$ cat config.mk
export PLATFORM = sky130hd
export DESIGN_NAME = oeq_mem
export DESIGN_NICKNAME = d
export VERILOG_FILES = /design/src/rtl/oeq_mem.sv
export SDC_FILE = /design/constraint.sdc
export NUM_CORES = 1
export LEC_CHECK = 0
export BUFFER_PORTS_ARGS = -buffer_cell sky130_fd_sc_hd__clkbuf_2
export CAP_MARGIN = 5
export CORE_MARGIN = 2
export CORE_UTILIZATION = 45
export DETAILED_ROUTE_END_ITERATION = 12
export SLEW_MARGIN = 0
export SYNTH_ARGS = -nofsm -noshare
export SYNTH_HDL_FRONTEND = slang
export SYNTH_SLANG_ARGS = --single-unit
$ cat constraint.sdc
create_clock -name i_clk -period 4.4 [get_ports i_clk]
set_input_delay 0.44 -clock i_clk [delete_from_list [all_inputs] [get_ports i_clk]]
set_output_delay 0.44 -clock i_clk [all_outputs]
set_load 0.05 [all_outputs]
$ cat src/rtl/oeq_mem.sv
`timescale 1ns / 1ps
// Task id storage for both queues: one write port, one registered read port.
// Depends on nothing but its parameters.
module oeq_mem #(
    parameter int ADDR_W = 5,
    parameter int DATA_W = 8
) (
    input  logic              i_clk,
    input  logic              i_we,
    input  logic [ADDR_W-1:0] i_waddr,
    input  logic [DATA_W-1:0] i_wdata,
    input  logic              i_re,
    input  logic [ADDR_W-1:0] i_raddr,
    output logic [DATA_W-1:0] o_rdata
);

    logic [DATA_W-1:0] r_mem [2**ADDR_W];
    logic [DATA_W-1:0] r_rdata;

    // read-first: a read of the address written in the same cycle sees old data
    always_ff @(posedge i_clk) begin
        if (i_we) begin
            r_mem[i_waddr] <= i_wdata;
        end
        if (i_re) begin
            r_rdata <= r_mem[i_raddr];
        end
    end

    assign o_rdata = r_rdata;

endmodule

Yosys cells after proc, flatten, opt, wreduce, memory -nomap -nowiden --
Memories as Yosys holds them, arrays and structs flattened. A register that Yosys moved wholly into a read port is not among the register bits. Index checks and enable logic that the tools add are counted.
Storage, ports and cells: bits in registers 0, memory bits (writable) 256, input port bits 21, output and inout bits 8, memories 1
Cells by class: multiplexer cells 2
Memory list:
- r_mem | depth 32, width 8, rd ports 1, clocked after memory_dff 1, wr ports 1, line 17 | logic [DATA_W-1:0] r_mem [2**ADDR_W];
Operators by type and width (number):
- 1-bit two-way mux | 2

Logic depth before layout (Yosys ltp) --
Gate-level depths: netlist of the first run.
word-level depth 2, mapped depth 5

Least setup slack after synthesis of the first run --
Ideal clock, no wire load.
path type input to register, from in i_raddr[2], to reg r_rdata[0] (netlist: o_rdata[0]) (read register of r_mem) (data pin), arrival time 2.122 ns, required time 4.140 ns, setup slack 2.018 ns, stages on the path 5, buffers on the path 2, cell sequence clkbuf_1 -> clkbuf_1 -> mux4_2 -> mux4_2 -> mux2_2
RTL lines:
- start, declared | line 13 | input logic [ADDR_W-1:0] i_raddr,
- end, declared | line 18 | logic [DATA_W-1:0] r_rdata;

==> summary.txt, run 1 <==
Outcome: complete, no violations
Syn avg cell area: 24.3 µm²
Clock sinks: 264
Seq pwr share: 53.2%
Largest net degree at the start of global routing: 41
CTS tree: built
Sw frac: 20.3%
Die ar.: 23,700 µm²
Maximum clock rate: 417 MHz
Part of the Yosys area used for sequential elements: 78.2%
Data arrival time of the critical path: 2.68 ns
Slew @ Worst Pin: 0.884 ns
Fin worst setup slack: 2.00 ns
Setup crit end kind: flip-flop
CTS root buf: clkbuf_16
TNS Setup: 0 ns
DP HPWL: 12,700 µm
Clock Power Share: 41.5%
Hold worst-path end: o_rdata[1]
Area grow syn2layout: 12.7%
Core area: 22,000 µm²
Lkg Pwr: 3.54 nW
Critical Path RT: 4.68 ns
Fin Hold WS: 0.331 ns
Worst-Skew Late Latency: 0.54 ns
IO Port Bufs: 28
R2r setup slk: 2.43 ns
Largest cells by area after synthesis: edfxtp_1 78%, mux4_2 18%, nor2_1 1.2%
Post-CTS Setup Bufs: 0
Clock Pin Slew Worst Setup and Hold Paths: 0.06 ns
Slew Viols, Final: 0
Final Hold Vio Count: 0
DR pass1 iterations: 4
Initial core utilization: 46.1%
Layout cells sized above 1: 33.8%
Via Count: 4,407
Final setup fails: 0
Gpl congestion: 0.737
Die H: 154 µm
Fin crit share: 54.5%
Pre-CTS WS: 1.38 ns
Max-slew headroom: 40.8%
Post-synthesis compound-gate area fraction: 0%
XOR/XNOR share of the synthesized area: 0%
Antenna cell count: 0
Pint: 4.22 mW
First-pass GRT wire length: 30,400 µm
Hold buffers post-CTS: 0
Post-synthesis mux area share: 18.7%
Hold path cells: 1
Main combinational cell family by area after synthesis: multiplexers
Io pins: 29
Combinational power share: 5.3%
Drt wl/cell: 26.8 µm
Hold Crit Start: i_re
Worst R2R Path Depth: 3
Total Routed Length: 20,200 µm
Tot GR Track Use: 17.7%
Number of remaining DRC errors: 0
YS warnings: 0
Cell taking the most area after synthesis: edfxtp_1
Vias per Instance: 5.85
Most frequent cells in the layout: 264 x edfxtp_1, 80 x mux4_2, 33 x nor2_1, 29 x clkbuf_16, 27 x clkbuf_2
Setup CP Type: in -> reg
Maximum VDD drop: 0.377 mV
Max-capacitance violation count: 0
Die width: 154 µm
Remaining global-route overflow: 0
Fin crit period: 2.40 ns
Crit start category: input port
Netlist Area Pre-Place: 10,100 µm²
Power, Total: 5.30 mW
Initial DRC Count: 530
Post-DRT Antenna Nets: 0
Synth Instances: 417
TritonCTS buffer count: 28
Reg2reg start: r_mem[31][5]
Crit Reg-Reg Endpoint: o_rdata[5]
Register bit count reported by yosys: 264
Crit path max fanout: 27
Adder-cell share of the synthesized area: 0%
CTS resizes: 0
Initial antenna violation count: 1
Cell variety after synth: 14
Commonest non-fill, non-tap cell in the layout: edfxtp_1
Clock Tree Buf Depth: 3
H-tree depth: 1
Share of the synthesized area in the top cell type: 78.2%
Hold crit path type: in -> reg
Nets: 479
Syn_nets: 438
Post-Synth Simple-Gate Area: 2.05%
RSZ-0062 raised after global routing: false
Non-Filler Instances: 753
# rows: 54
Setup crit start: i_raddr[0]
Placed cell count: 708
P_sw: 1.08 mW
P per Cell Area: 464 nW/µm²
Final Skew: 0.0134 ns
Vias in the first global route: 4,531
==> area by class of cell <==
type	count	area (µm²)
clock buffers	32	737
fillers	1678	10500
flip-flops and latches	264	7930
clock inverters	13	120
well taps	280	350
repair buffers	31	190
multi-input cells	133	2100
==> how the worst max path moves through the flow <==
stage                       to  slack (ns)  cells after the start
finish              o_rdata[0]        2.00                      5
global route        o_rdata[0]        1.84                      5
CTS                 o_rdata[0]        1.94                      5
detailed placement  o_rdata[0]        1.38                      5
global placement    o_rdata[0]        1.42                      5
floorplan           o_rdata[0]        2.02                      5
==> state kept, by name (all words and copies together) (netlist names) <==
name / count
r_mem: 256
o_rdata: 8
==> critical path: stages <==
cell,delay [ns]
buf_4,0.43
buf_4,0.40
mux4_2,0.55
mux4_2,0.52
mux2_2,0.29
==> metrics by stage <==
stage	instance area [µm²]	utilization, %
2_1_floorplan	10100	-
3_3_place_gp	10600	48.1
3_5_place_dp	10600	48.1
4_1_cts	11400	52.0
5_1_grt	11400	52.0
6_report	11400	52.0
==> cell families after synthesis <==
family / Yosys count
flip-flops: 264
multiplexers: 88
AND/OR/NAND/NOR: 45
buffers and inverters: 20
==> per-layer routing <==
layer / track usage (%) / up-vias / routed length, µm
met2: 25.6 / 156 / 9030
li1: - / 1868 / -
met3: 3.13 / 34 / 1600
met4: 4.58 / 2 / 450
met5: 0 / - / 13
met1: 28.2 / 2347 / 9100
==> synth_stat cells <==
| master | count |
|---|---|
| edfxtp_1 | 264 |
| mux4_2 | 80 |
| nor2_1 | 33 |
| mux2_2 | 8 |
| buf_1 | 6 |
| buf_4 | 6 |
| clkbuf_1 | 6 |
| nand3b_1 | 5 |
| or3b_2 | 3 |
| nand3_1 | 2 |
| buf_2 | 1 |
| buf_6 | 1 |
| nand2_1 | 1 |
| or3_1 | 1 |
==> power groups by stage <==
stage               clock network (mW)  registers [mW]  logic (mW)
global placement                     0            2.87       0.279
finish                            2.20            2.82       0.280
detailed placement                   0            2.87       0.284
global route                      2.35            2.82       0.300
CTS                               2.24            2.82       0.284
floorplan                            0            2.89       0.149
(Power assumes the default switching activity.)
==> inputs of run 2 (changes only) <==
- clock period: 4.4 -> 2.2 ns (I/O delays scaled with it)
==> summary.txt, run 2 (synthesis gave the netlist of run 1 again) <==
Power, Total: 10.2 mW
Setup CP Type: reg -> reg
Nets: 517
Initial core utilization: 46.1%
Crit path max fanout: 1
Most frequent cell on the critical path: mux4_2
Setup crit end kind: flip-flop
Crit path largest cell delay: 0.55 ns
Max-slew headroom: 53.6%
Initial DRC Count: 532
Core area: 22,000 µm²
Post-CTS Setup Bufs: 0
Total Routed Length: 21,300 µm
Biggest register: r_mem
Die ar.: 23,700 µm²
Commonest non-fill, non-tap cell in the layout: edfxtp_1
Hold crit path type: in -> reg
Critical Path RT: 2.47 ns
Fill cells: 1,632
RSZ-0062 raised after global routing: false
Data arrival time of the critical path: 2.27 ns
DR pass1 iterations: 4
Pre-CTS WS: -0.122 ns
Layout cells sized above 1: 38.3%
Lkg Pwr: 3.73 nW
Fin crit share: 90.8%
Clock sinks: 264
Area grow syn2layout: 15.4%
Tot GR Track Use: 18.6%
H-tree depth: 1
Design area: 11,700 µm²
Max-capacitance violation count: 0
Via Count: 4,675
Slew Viols, Final: 0
Clock Tree Buf Depth: 3
Slew @ Worst Pin: 0.697 ns
Post-DRT Antenna Nets: 0
Worst-Skew Late Latency: 0.52 ns
Crit-path cells: mux4_2, mux4_2, mux2_2
Fin worst setup slack: 0.202 ns
Initial antenna violation count: 0
Final Skew: 0.00719 ns
Clock Pin Slew Worst Setup and Hold Paths: 0.07 ns
Vias per Instance: 5.88
CTS tree: built
Remaining global-route overflow: 0
Number of remaining DRC errors: 0
IO Port Bufs: 28
Io pins: 29
Maximum clock rate: 500 MHz
Final setup fails: 0
# rows: 54
Gpl congestion: 0.768
Hold buffers post-CTS: 0
Slowest-stage cell, CP: mux4_2
Fin crit period: 2.00 ns
Core Util, Final: 53.3%
Final Hold Vio Count: 0
CTS root buf: clkbuf_16
Max FFs per register: 256
Outcome: complete, no violations
Drt wl/cell: 26.8 µm
Vias in the first global route: 4,604
DP HPWL: 13,400 µm
CTS resizes: 0
DP Area: 10,900 µm²
TritonCTS buffer count: 26
Antenna cell count: 0
Crit start category: flip-flop
Largest net degree at the start of global routing: 33
Most frequent cells in the layout: 264 x edfxtp_1, 80 x mux4_2, 37 x buf_4, 33 x nor2_1
Die H: 154 µm
P per Cell Area: 876 nW/µm²
TNS Setup: 0 ns
Die width: 154 µm
First-pass GRT wire length: 31,500 µm
Maximum VDD drop: 0.476 mV
## run 2: cell count changes in the layout (fill, tap and decap cells not counted)
cell       before  now
buf_12          2    7
clkbuf_16      29   27
clkbuf_1        3    8
clkinv_4        1    0
clkinv_2        4    6
buf_4           2   37
bufinv_16       2    0
## run 2: power breakdown
part           leakage [nW]  total (mW)  switching [mW]  internal, mW
sequential             2.38        5.64          0.0262          5.62
clock                 0.377        4.01            1.76          2.25
combinational         0.969       0.595           0.348         0.248
total                  3.73        10.2            2.14          8.11
## run 2: path summary, 6_finish.rpt
path                startpoint  slack (ns)    endpoint  depth (start not counted)
setup / recovery  r_mem[31][1]        0.20  o_rdata[1]                          3
hold / removal            i_re        0.13  o_rdata[4]                          1
setup reg to reg  r_mem[31][1]        0.20  o_rdata[1]                          3
hold reg to reg   r_mem[18][0]        0.98  o_rdata[0]                          3
## run 2: cell type report
class	count	area [µm²]	area share (%)
clock inverter	12	61.3	0.524
timing repair buffer	71	553	4.73
multi-input combinational	133	2100	17.9
clock buffer	35	706	6.03
sequential	264	7930	67.8
tap	280	350	2.99
## run 2: worst max-delay path: cells and delay by family (launching register included)
kind | cells | cell delay [ns]
flops | 1 | 0.37
mux | 3 | 1.37
## run 2: metal layers
| layer | track usage [%] | vias to the layer above | wire length, µm |
|---|---|---|---|
| met5 | 0 | - | 0 |
| li1 | - | 1944 | - |
| met1 | 29.5 | 2517 | 9780 |
| met4 | 5.03 | 0 | 455 |
| met2 | 27.1 | 182 | 9510 |
| met3 | 3.04 | 32 | 1580 |
## run 2: metrics by stage
| step | hold slack (ns) | cells |
|---|---|---|
| 4_1_cts | 0.123 | 795 |
| 3_3_place_gp | 0.699 | 748 |
| 6_report | 0.133 | 795 |
| 5_1_grt | 0.126 | 795 |
| 2_1_floorplan | 0.319 | 417 |
| 3_5_place_dp | 0.672 | 748 |
