--- config.mk ---
export PLATFORM = sky130hd
export DESIGN_NAME = oeq_ptrs
export DESIGN_NICKNAME = d
export VERILOG_FILES = /design/src/rtl/oeq_pkg.sv /design/src/rtl/oeq_ptrs.sv
export SDC_FILE = /design/constraint.sdc
export NUM_CORES = 1
export LEC_CHECK = 0
export ABC_AREA = 1
export BUFFER_PORTS_ARGS = -buffer_cell sky130_fd_sc_hd__buf_2
export CAP_MARGIN = 20
export CELL_PAD_IN_SITES_DETAIL_PLACEMENT = 1
export CELL_PAD_IN_SITES_GLOBAL_PLACEMENT = 1
export CORE_AREA = 2 2 59 73
export CTS_CLUSTER_SIZE = 10
export DETAILED_ROUTE_END_ITERATION = 6
export DIE_AREA = 0 0 61 75
export PLACE_DENSITY = 0.73
export SETUP_SLACK_MARGIN = 0.3
export SYNTH_ARGS = -nofsm -noshare
export SYNTH_HDL_FRONTEND = slang
export SYNTH_SLANG_ARGS = --single-unit
--- constraint.sdc ---
create_clock -name i_clk -period 3.99 [get_ports i_clk]
set_input_delay 0.798 -clock i_clk [delete_from_list [all_inputs] [get_ports i_clk]]
set_output_delay 0.798 -clock i_clk [all_outputs]
set_load 0.03 [all_outputs]
--- src/rtl/oeq_pkg.sv ---
`timescale 1ns / 1ps
// Shared types and constants of the odd/even two-queue scheduler.
// No dependencies.
package oeq_pkg;

    // width of the task id fields on the request and result channels
    localparam int ID_FIELD_W = 8;

    // operation codes of a request
    localparam logic OP_ADD = 1'b0;
    localparam logic OP_GET = 1'b1;

    // queue select codes
    localparam logic Q_EVEN = 1'b0;
    localparam logic Q_ODD  = 1'b1;

    // request handed to the pointer unit at the accept edge
    typedef struct packed {
        logic start;     // a request is accepted this cycle
        logic op;        // OP_ADD or OP_GET
        logic requeue;   // get-next with a running task that has time left
    } t_cmd;

    // push/pop plan decided by the pointer unit
    typedef struct packed {
        logic push_en;   // write the pushed id into the memory
        logic push_q;    // queue that receives the push
        logic full;      // the push target was full, id dropped
        logic pop_en;    // read the head of a queue
        logic pop_q;     // queue that is popped
        logic fwd;       // popped entry is the one pushed this cycle
    } t_plan;

endpackage

--- src/rtl/oeq_ptrs.sv ---
`timescale 1ns / 1ps
// Head pointers, fill counts and arrival parity of the two queues; decides
// the push and pop of each request. Depends on oeq_pkg.
module oeq_ptrs
    import oeq_pkg::*;
#(
    parameter int QUEUE_DEPTH = 16,
    localparam int SLOT_W = $clog2(QUEUE_DEPTH),
    localparam int CNT_W  = $clog2(QUEUE_DEPTH + 1)
) (
    input  logic              i_clk,
    input  logic              i_rst_n,
    input  t_cmd              i_cmd,
    output t_plan             o_plan,
    output logic [SLOT_W-1:0] o_push_slot,
    output logic [SLOT_W-1:0] o_pop_slot
);

    localparam int SUM_W = CNT_W + 1;

    logic [SLOT_W-1:0] r_even_head, n_even_head;
    logic [SLOT_W-1:0] r_odd_head,  n_odd_head;
    logic [CNT_W-1:0]  r_even_cnt,  n_even_cnt;
    logic [CNT_W-1:0]  r_odd_cnt,   n_odd_cnt;
    logic              r_parity,    n_parity;

    logic [SLOT_W-1:0] w_tgt_head;
    logic [CNT_W-1:0]  w_tgt_cnt;
    logic [SUM_W-1:0]  w_tail_sum;
    logic [SUM_W-1:0]  w_tail;
    logic              w_push_req;
    logic              w_push_en;
    logic              w_full;
    logic [CNT_W-1:0]  w_even_cnt_p;
    logic [CNT_W-1:0]  w_odd_cnt_p;
    logic              w_pop_en;
    logic              w_pop_q;
    logic              w_pop_even;
    logic              w_pop_odd;
    logic              w_fwd;
    logic [SLOT_W-1:0] w_pop_head;

    // push target follows the arrival parity
    always_comb begin
        w_tgt_head = (r_parity == Q_ODD) ? r_odd_head : r_even_head;
        w_tgt_cnt  = (r_parity == Q_ODD) ? r_odd_cnt  : r_even_cnt;
        w_tail_sum = SUM_W'(w_tgt_head) + SUM_W'(w_tgt_cnt);
        w_tail     = (w_tail_sum >= SUM_W'(QUEUE_DEPTH)) ?
                     w_tail_sum - SUM_W'(QUEUE_DEPTH) : w_tail_sum;
        w_push_req = i_cmd.start && ((i_cmd.op == OP_ADD) || i_cmd.requeue);
        w_full     = w_push_req && (w_tgt_cnt == CNT_W'(QUEUE_DEPTH));
        w_push_en  = w_push_req && !w_full;
    end

    // pop picks the even queue first, counting this request's push
    always_comb begin
        w_even_cnt_p = r_even_cnt + CNT_W'(w_push_en && (r_parity == Q_EVEN));
        w_odd_cnt_p  = r_odd_cnt  + CNT_W'(w_push_en && (r_parity == Q_ODD));
        w_pop_en     = 1'b0;
        w_pop_q      = Q_EVEN;
        if (i_cmd.start && (i_cmd.op == OP_GET)) begin
            priority if (w_even_cnt_p != '0) begin
                w_pop_en = 1'b1;
                w_pop_q  = Q_EVEN;
            end else if (w_odd_cnt_p != '0) begin
                w_pop_en = 1'b1;
                w_pop_q  = Q_ODD;
            end
        end
        w_pop_even = w_pop_en && (w_pop_q == Q_EVEN);
        w_pop_odd  = w_pop_en && (w_pop_q == Q_ODD);
        w_pop_head = (w_pop_q == Q_ODD) ? r_odd_head : r_even_head;
        // the popped queue was empty before the push: its head is the new entry
        w_fwd = w_pop_en && w_push_en && (w_pop_q == r_parity) && (w_tgt_cnt == '0);
    end

    // next pointer state
    always_comb begin
        n_even_cnt  = w_even_cnt_p - CNT_W'(w_pop_even);
        n_odd_cnt   = w_odd_cnt_p  - CNT_W'(w_pop_odd);
        n_even_head = r_even_head;
        n_odd_head  = r_odd_head;
        if (w_pop_even) begin
            n_even_head = (r_even_head == SLOT_W'(QUEUE_DEPTH - 1)) ?
                          '0 : r_even_head + SLOT_W'(1);
        end
        if (w_pop_odd) begin
            n_odd_head = (r_odd_head == SLOT_W'(QUEUE_DEPTH - 1)) ?
                         '0 : r_odd_head + SLOT_W'(1);
        end
        n_parity = r_parity ^ w_push_en;
    end

    always_ff @(posedge i_clk) begin
        if (!i_rst_n) begin
            r_even_head <= '0;
            r_odd_head  <= '0;
            r_even_cnt  <= '0;
            r_odd_cnt   <= '0;
            r_parity    <= Q_EVEN;
        end else begin
            r_even_head <= n_even_head;
            r_odd_head  <= n_odd_head;
            r_even_cnt  <= n_even_cnt;
            r_odd_cnt   <= n_odd_cnt;
            r_parity    <= n_parity;
        end
    end

    assign o_plan.push_en = w_push_en;
    assign o_plan.push_q  = r_parity;
    assign o_plan.full    = w_full;
    assign o_plan.pop_en  = w_pop_en;
    assign o_plan.pop_q   = w_pop_q;
    assign o_plan.fwd     = w_fwd;
    assign o_push_slot    = w_tail[SLOT_W-1:0];
    assign o_pop_slot     = w_pop_head;

    // fill counts never pass the queue depth
    a_even_bound: assert property (@(posedge i_clk) disable iff (!i_rst_n)
        r_even_cnt <= CNT_W'(QUEUE_DEPTH))
        else $error("even queue count above depth");
    a_odd_bound: assert property (@(posedge i_clk) disable iff (!i_rst_n)
        r_odd_cnt <= CNT_W'(QUEUE_DEPTH))
        else $error("odd queue count above depth");
    // parity flips exactly after a push that went in
    a_parity_flip: assert property (@(posedge i_clk) disable iff (!i_rst_n)
        $past(i_rst_n) |-> ((r_parity != $past(r_parity)) == $past(w_push_en)))
        else $error("arrival parity out of step with pushes");

endmodule

## Yosys cells after proc, flatten, opt, wreduce, memory -nomap -nowiden

Cells that the tools add are included.

- Input port bits: 5
- Logic and storage cells: 49
- Register bits after elaboration: 19
- Output and inout port bits: 14

- Multiplexer cells: 11
- Reduce and logical (&&, ||, !) cells: 16
- Order comparisons: 1
- $add $sub $neg: 8
- Equality and inequality tests: 4
- Bitwise operators: 4

Operators by type and width:

| kind | number |
|---|---|
| $mux W4 | 5 |
| $logic_and A1 B1 Y1 | 11 |
| $add A5 B1 Y5 | 2 |
| $reduce_bool A5 Y1 | 2 |
| $sub A5 B1 Y5 | 2 |
| $add A4 B1 Y4 const B | 2 |
| $eq A4 B4 Y1 const B | 2 |
| $add A4 B5 Y6 | 1 |
| $ge A6 B5 Y1 const B | 1 |
| $eq A5 B5 Y1 const B | 1 |
| $logic_not A5 Y1 | 1 |
| $mux W1 | 5 |
| $mux W5 | 1 |
| $sub A4 B1 Y4 const B | 1 |
| $not A1 Y1 | 3 |
| $eq A1 B1 Y1 | 1 |
| $logic_not A1 Y1 | 1 |
| $logic_or A1 B1 Y1 | 1 |
| $xor A1 B1 Y1 | 1 |

## Longest topological paths before layout

- Word-level depth: 15
- Mapped depth: 26
- Depth with buffers taken out: 24

## Worst setup path after synthesis

Ideal clock, no wire load.

- Path type: register -> output
- Start point: reg r_parity
- End point: out o_pop_slot[2]
- Arrival time: 3.018 ns
- Setup slack: 0.174 ns
- Path buffers: 2
- Stages on the path, launching flop included: 19
- Path through: dfxtp_1 > buf_2 > buf_2 > o21ai_0 > nand4_1 > nand3_1 > inv_1 > ha_1 > ha_1 > ha_1 > inv_1 > nand2_1 > nor2_4 > nand2_2 > nor2_4 > nor2_4 > nand2_4 > inv_2 > o21ai_0

- Cells in the longest elaborated chain, start to end: 12
- Elaborated cells between the ends (all ways): 16
- Classes of those cells: add/sub (2); eq/ne (1); mux (5); bitwise (1); reduce/logical (7)

Ends and longest elaborated chain:

| what | line | source |
|---|---|---|
| start: declaration | oeq_ptrs.sv:25 | `logic r_parity, n_parity;` |
| start signal: assignment | oeq_ptrs.sv:106 | `r_parity <= n_parity;` |
| $mux W5 * | oeq_ptrs.sv:46 | `w_tgt_cnt = (r_parity == Q_ODD) ? r_odd_cnt : r_even_cnt;` |
| $eq A5 B5 Y1 * | oeq_ptrs.sv:51 | `w_full = w_push_req && (w_tgt_cnt == CNT_W'(QUEUE_DEPTH));` |
| $logic_and A1 B1 Y1 * | oeq_ptrs.sv:51 |  |
| $logic_not A1 Y1 * | oeq_ptrs.sv:52 | `w_push_en = w_push_req && !w_full;` |
| $logic_and A1 B1 Y1 * | oeq_ptrs.sv:52 |  |
| named net w_push_en | oeq_ptrs.sv:32 | `logic w_push_en;` |
| $logic_and A1 B1 Y1 | oeq_ptrs.sv:58 | `w_odd_cnt_p = r_odd_cnt + CNT_W'(w_push_en && (r_parity == Q_ODD));` |
| $add A5 B1 Y5 | oeq_ptrs.sv:58 |  |
| $reduce_bool A5 Y1 | oeq_ptrs.sv:65 | `end else if (w_odd_cnt_p != '0) begin` |
| $mux W1 | oeq_ptrs.sv:65 |  |
| $mux W1 * | oeq_ptrs.sv:62 | `priority if (w_even_cnt_p != '0) begin` |
| $mux W1 * | oeq_ptrs.sv:61 | `if (i_cmd.start && (i_cmd.op == OP_GET)) begin` |
| named net w_pop_q | oeq_ptrs.sv:37 | `logic w_pop_q;` |
| $mux W4 * | oeq_ptrs.sv:72 | `w_pop_head = (w_pop_q == Q_ODD) ? r_odd_head : r_even_head;` |
| end: declaration | oeq_ptrs.sv:16 | `output logic [SLOT_W-1:0] o_pop_slot` |

The timed path passes the listed nets; every way through them passes the cells marked *.

==> out/results.txt <==
Clock Pin Slew Worst Setup and Hold Paths = 0.08 ns
GRT Total Usage = 0.248
post-synthesis instance total = 223
Async SR Flop Fraction = 0
Synth Register Bits = 19
Pre-Repair DR Iteration Count = 4
initial drt markers = 83
Chip Width = 61 µm
antenna viol nets, final = 0
most frequent cell after synthesis = nand2_1
max-cap violation count = 0
Critical Path Slowest Stage Cell = dfxtp_4
dpl ws = 0.0636 ns
synthesized area per cell = 6.91 µm²
Diodes inserted = 0
Max Slew Vio Count = 0
cell family with most CP delay = simple AND/OR/NAND/NOR gates
syn nets = 244
Worst-Margin Slew = 0.617 ns
slowest stage delay, CP = 0.37 ns
Setup violations, final = 0
drt via density = 5.27
Final HPWL DP = 2990 µm
min Tclk post-route = 3.84 ns
DIE AREA = 4580 µm²
post-DR wirelength/cell = 18.9 µm
Mapped Area = 1540 µm²
RSZ-0062 raised after global routing = yes
EDFF count, synth = 0
clk sink count = 19
worst hold start = r_odd_head[3]
Final nets = 300
IR Drop Worst-Case VDD = 0.428 mV
CP Cell Sequence = buf_8, nand2_4, nand2_4, nor2_4, nand4_1, nand3_2, inv_4, ha_4, ha_4, ha_4, inv_2, nand2_2, nand2_2, nor2_4, nand2_2, nor2_4, nor2_4, nand2_4, inv_4, nor2_1, nor2_1, buf_4
post-synthesis sequential area ratio = 0.247
DRC = 0
Yosys top cell by area = dfxtp_1
Max Root-Sink Buffers = 2
Rows = 25
Min-Delay Endpoint = r_odd_head[3]
crit path kind = register to output pin
P_leak = 1.04 nW
Worst Skew = 0.00671 ns
Synth Flop Type = dfxtp_1
IO Pins = 19
Final Hold Viols = 0
core area = 3850 µm²
overall via count from detail_route = 1750
Overflow after GRT = 0
f_max = 260 MHz
Critical Path Most Common Cell = nor2_4
crit path capture type = output pin
Post-Layout Cell Count = 332
hold path depth = 2
type of the worst min-delay path = register to register
htree depth = 1
largest net degree at the start of global routing = 15
clock root buffer = clkbuf_8
Clock Latency Late Sink = 0.27 ns
setup_tns = 0 ns
reg2reg start = r_parity
total area of sequential cells = 390 µm²
Synth top area share = 0.247
Tcrit/Tclk final = 0.963
reg-to-reg critical path endpoint = r_even_cnt[4]
area growth from synthesis to layout = 49.8%
routed wire length = 6260 µm
Post-synth top cells = nand2_1 (39), inv_1 (33), dfxtp_1 (19)
yosys warns = 0
FF-to-FF path depth = 28
initial antenna violation count = 0
IO buf count = 18
relative slew slack = 0.588
initial core utilization = 0.401
TritonCTS clock tree = done
arrival time worst endpoint = 3.04 ns
CP bufs+invs = 5
R2R Setup Slk = 0.24 ns
pwr dens = 667 nW/µm²
CP Launch Type = register
Multi-input gate area = 1180 µm²
die height = 75 µm
layout cells sized above 1 = 0.489
crit-path max FO = 5
first-pass GRT wire length = 8180 µm
RePlAce Congestion = 0.885
synth unique cells = 29
status = finished, final reports clean
# fillers = 494
final worst setup slack = 0.148 ns
CP required = 3.19 ns
Synth area leaders = dfxtp_1 (25%), ha_1 (12%), nand2_1 (9.5%)
dpl cells = 286
number of global-route vias before repair = 1676
clock buffers created by TritonCTS = 3
==> logic make-up (layout without fill, tap and decap cells) <==
family / after synthesis / count (layout) / share of synthesized area
AOI/OAI and AO/OA: 35 / 35 / 0.133
and+or+nand+nor: 101 / 102 / 0.315
buffers and inverters: 47 / 101 / 0.142
DFF: 19 / 19 / 0.247
adders and majority gates: 16 / 16 / 0.135
xor gates and xnor gates: 5 / 5 / 0.0284
==> stage by stage <==
stage | hold WS [ns] | utilization | total power [mW] | instance area, µm²
after floorplan | 0.469 | - | 0.723 | 1540
after CTS | 0.516 | 0.537 | 1.25 | 2070
final | 0.544 | 0.600 | 1.54 | 2310
after global placement | 0.502 | 0.424 | 0.834 | 1630
after detailed placement | 0.511 | 0.424 | 0.840 | 1630
after global routing | 0.548 | 0.600 | 1.61 | 2310
==> flip-flops by register name, indices dropped and copies added, names as in the netlist <==
name	flops
r_odd_head	4
r_even_cnt	5
r_odd_cnt	5
r_parity	1
r_even_head	4
==> metal layers <==
layer | vias up | global-route usage | routed length, µm
met4 | 0 | 0.133 | 319
met1 | 843 | 0.280 | 2620
li1 | 820 | - | -
met5 | - | 0 | 0
met3 | 28 | 0.0412 | 217
met2 | 59 | 0.436 | 3110
==> cells in the final DEF (no fill, tap or decap), types with 3 or more instances in the layout <==
cell type  count
or2_2          3
o21ai_2        6
buf_2         12
o21ai_0       11
xnor2_1        3
nor2_1        14
inv_1         27
inv_4          4
nand4_1        6
dfxtp_1       15
buf_6          9
nor2_4         5
inv_2          5
nand3_2        4
clkbuf_8       3
ha_4           6
nand2_4        8
ha_1           9
a21oi_2        4
nand2_2       18
nand3_1       13
buf_4         38
a21oi_1        9
nand2_1       25
==> report_power, final <==
| group | leakage [nW] | total [mW] | switching, mW | internal [mW] |
|---|---|---|---|---|
| logic | 0.865 | 1.10 | 0.606 | 0.491 |
| registers | 0.157 | 0.297 | 0.0643 | 0.233 |
| clock network | 0.0228 | 0.147 | 0.0751 | 0.0714 |
| total | 1.04 | 1.54 | 0.745 | 0.795 |
==> area by class of cell <==
cell class | count | share of cell area
multi-input cells | 158 | 0.511
repair buffers | 61 | 0.209
flip-flops and latches | 19 | 0.169
inverters | 36 | 0.0628
well taps | 54 | 0.0293
clock buffers | 4 | 0.0195
==> repair_timing <==
item                       CTS  global route
resized for setup           47            44
gates cloned                 1             0
setup endpoints to repair    8             9
hold buffers                 0             0
setup buffers               31            10
pin swaps                   13            20
==> how the worst max path moves through the flow <==
stage,from,to,slack [ns],cells past startpoint
after floorplan,r_parity,o_pop_slot[2],0.41,18
after global placement,r_parity,o_pop_slot[2],0.12,20
after detailed placement,r_parity,o_pop_slot[2],0.06,22
after CTS,r_parity,o_plan[0],0.29,22
after global routing,r_parity,o_plan[0],0.01,22
final,r_parity,o_plan[0],0.15,22
==> worst min-delay path, stage by stage, from the launching register on <==
cell     delay (ns)
dfxtp_1        0.37
nand2_2        0.09
a21oi_2        0.04
No activity file was read; power rests on OpenSTA's default activity.
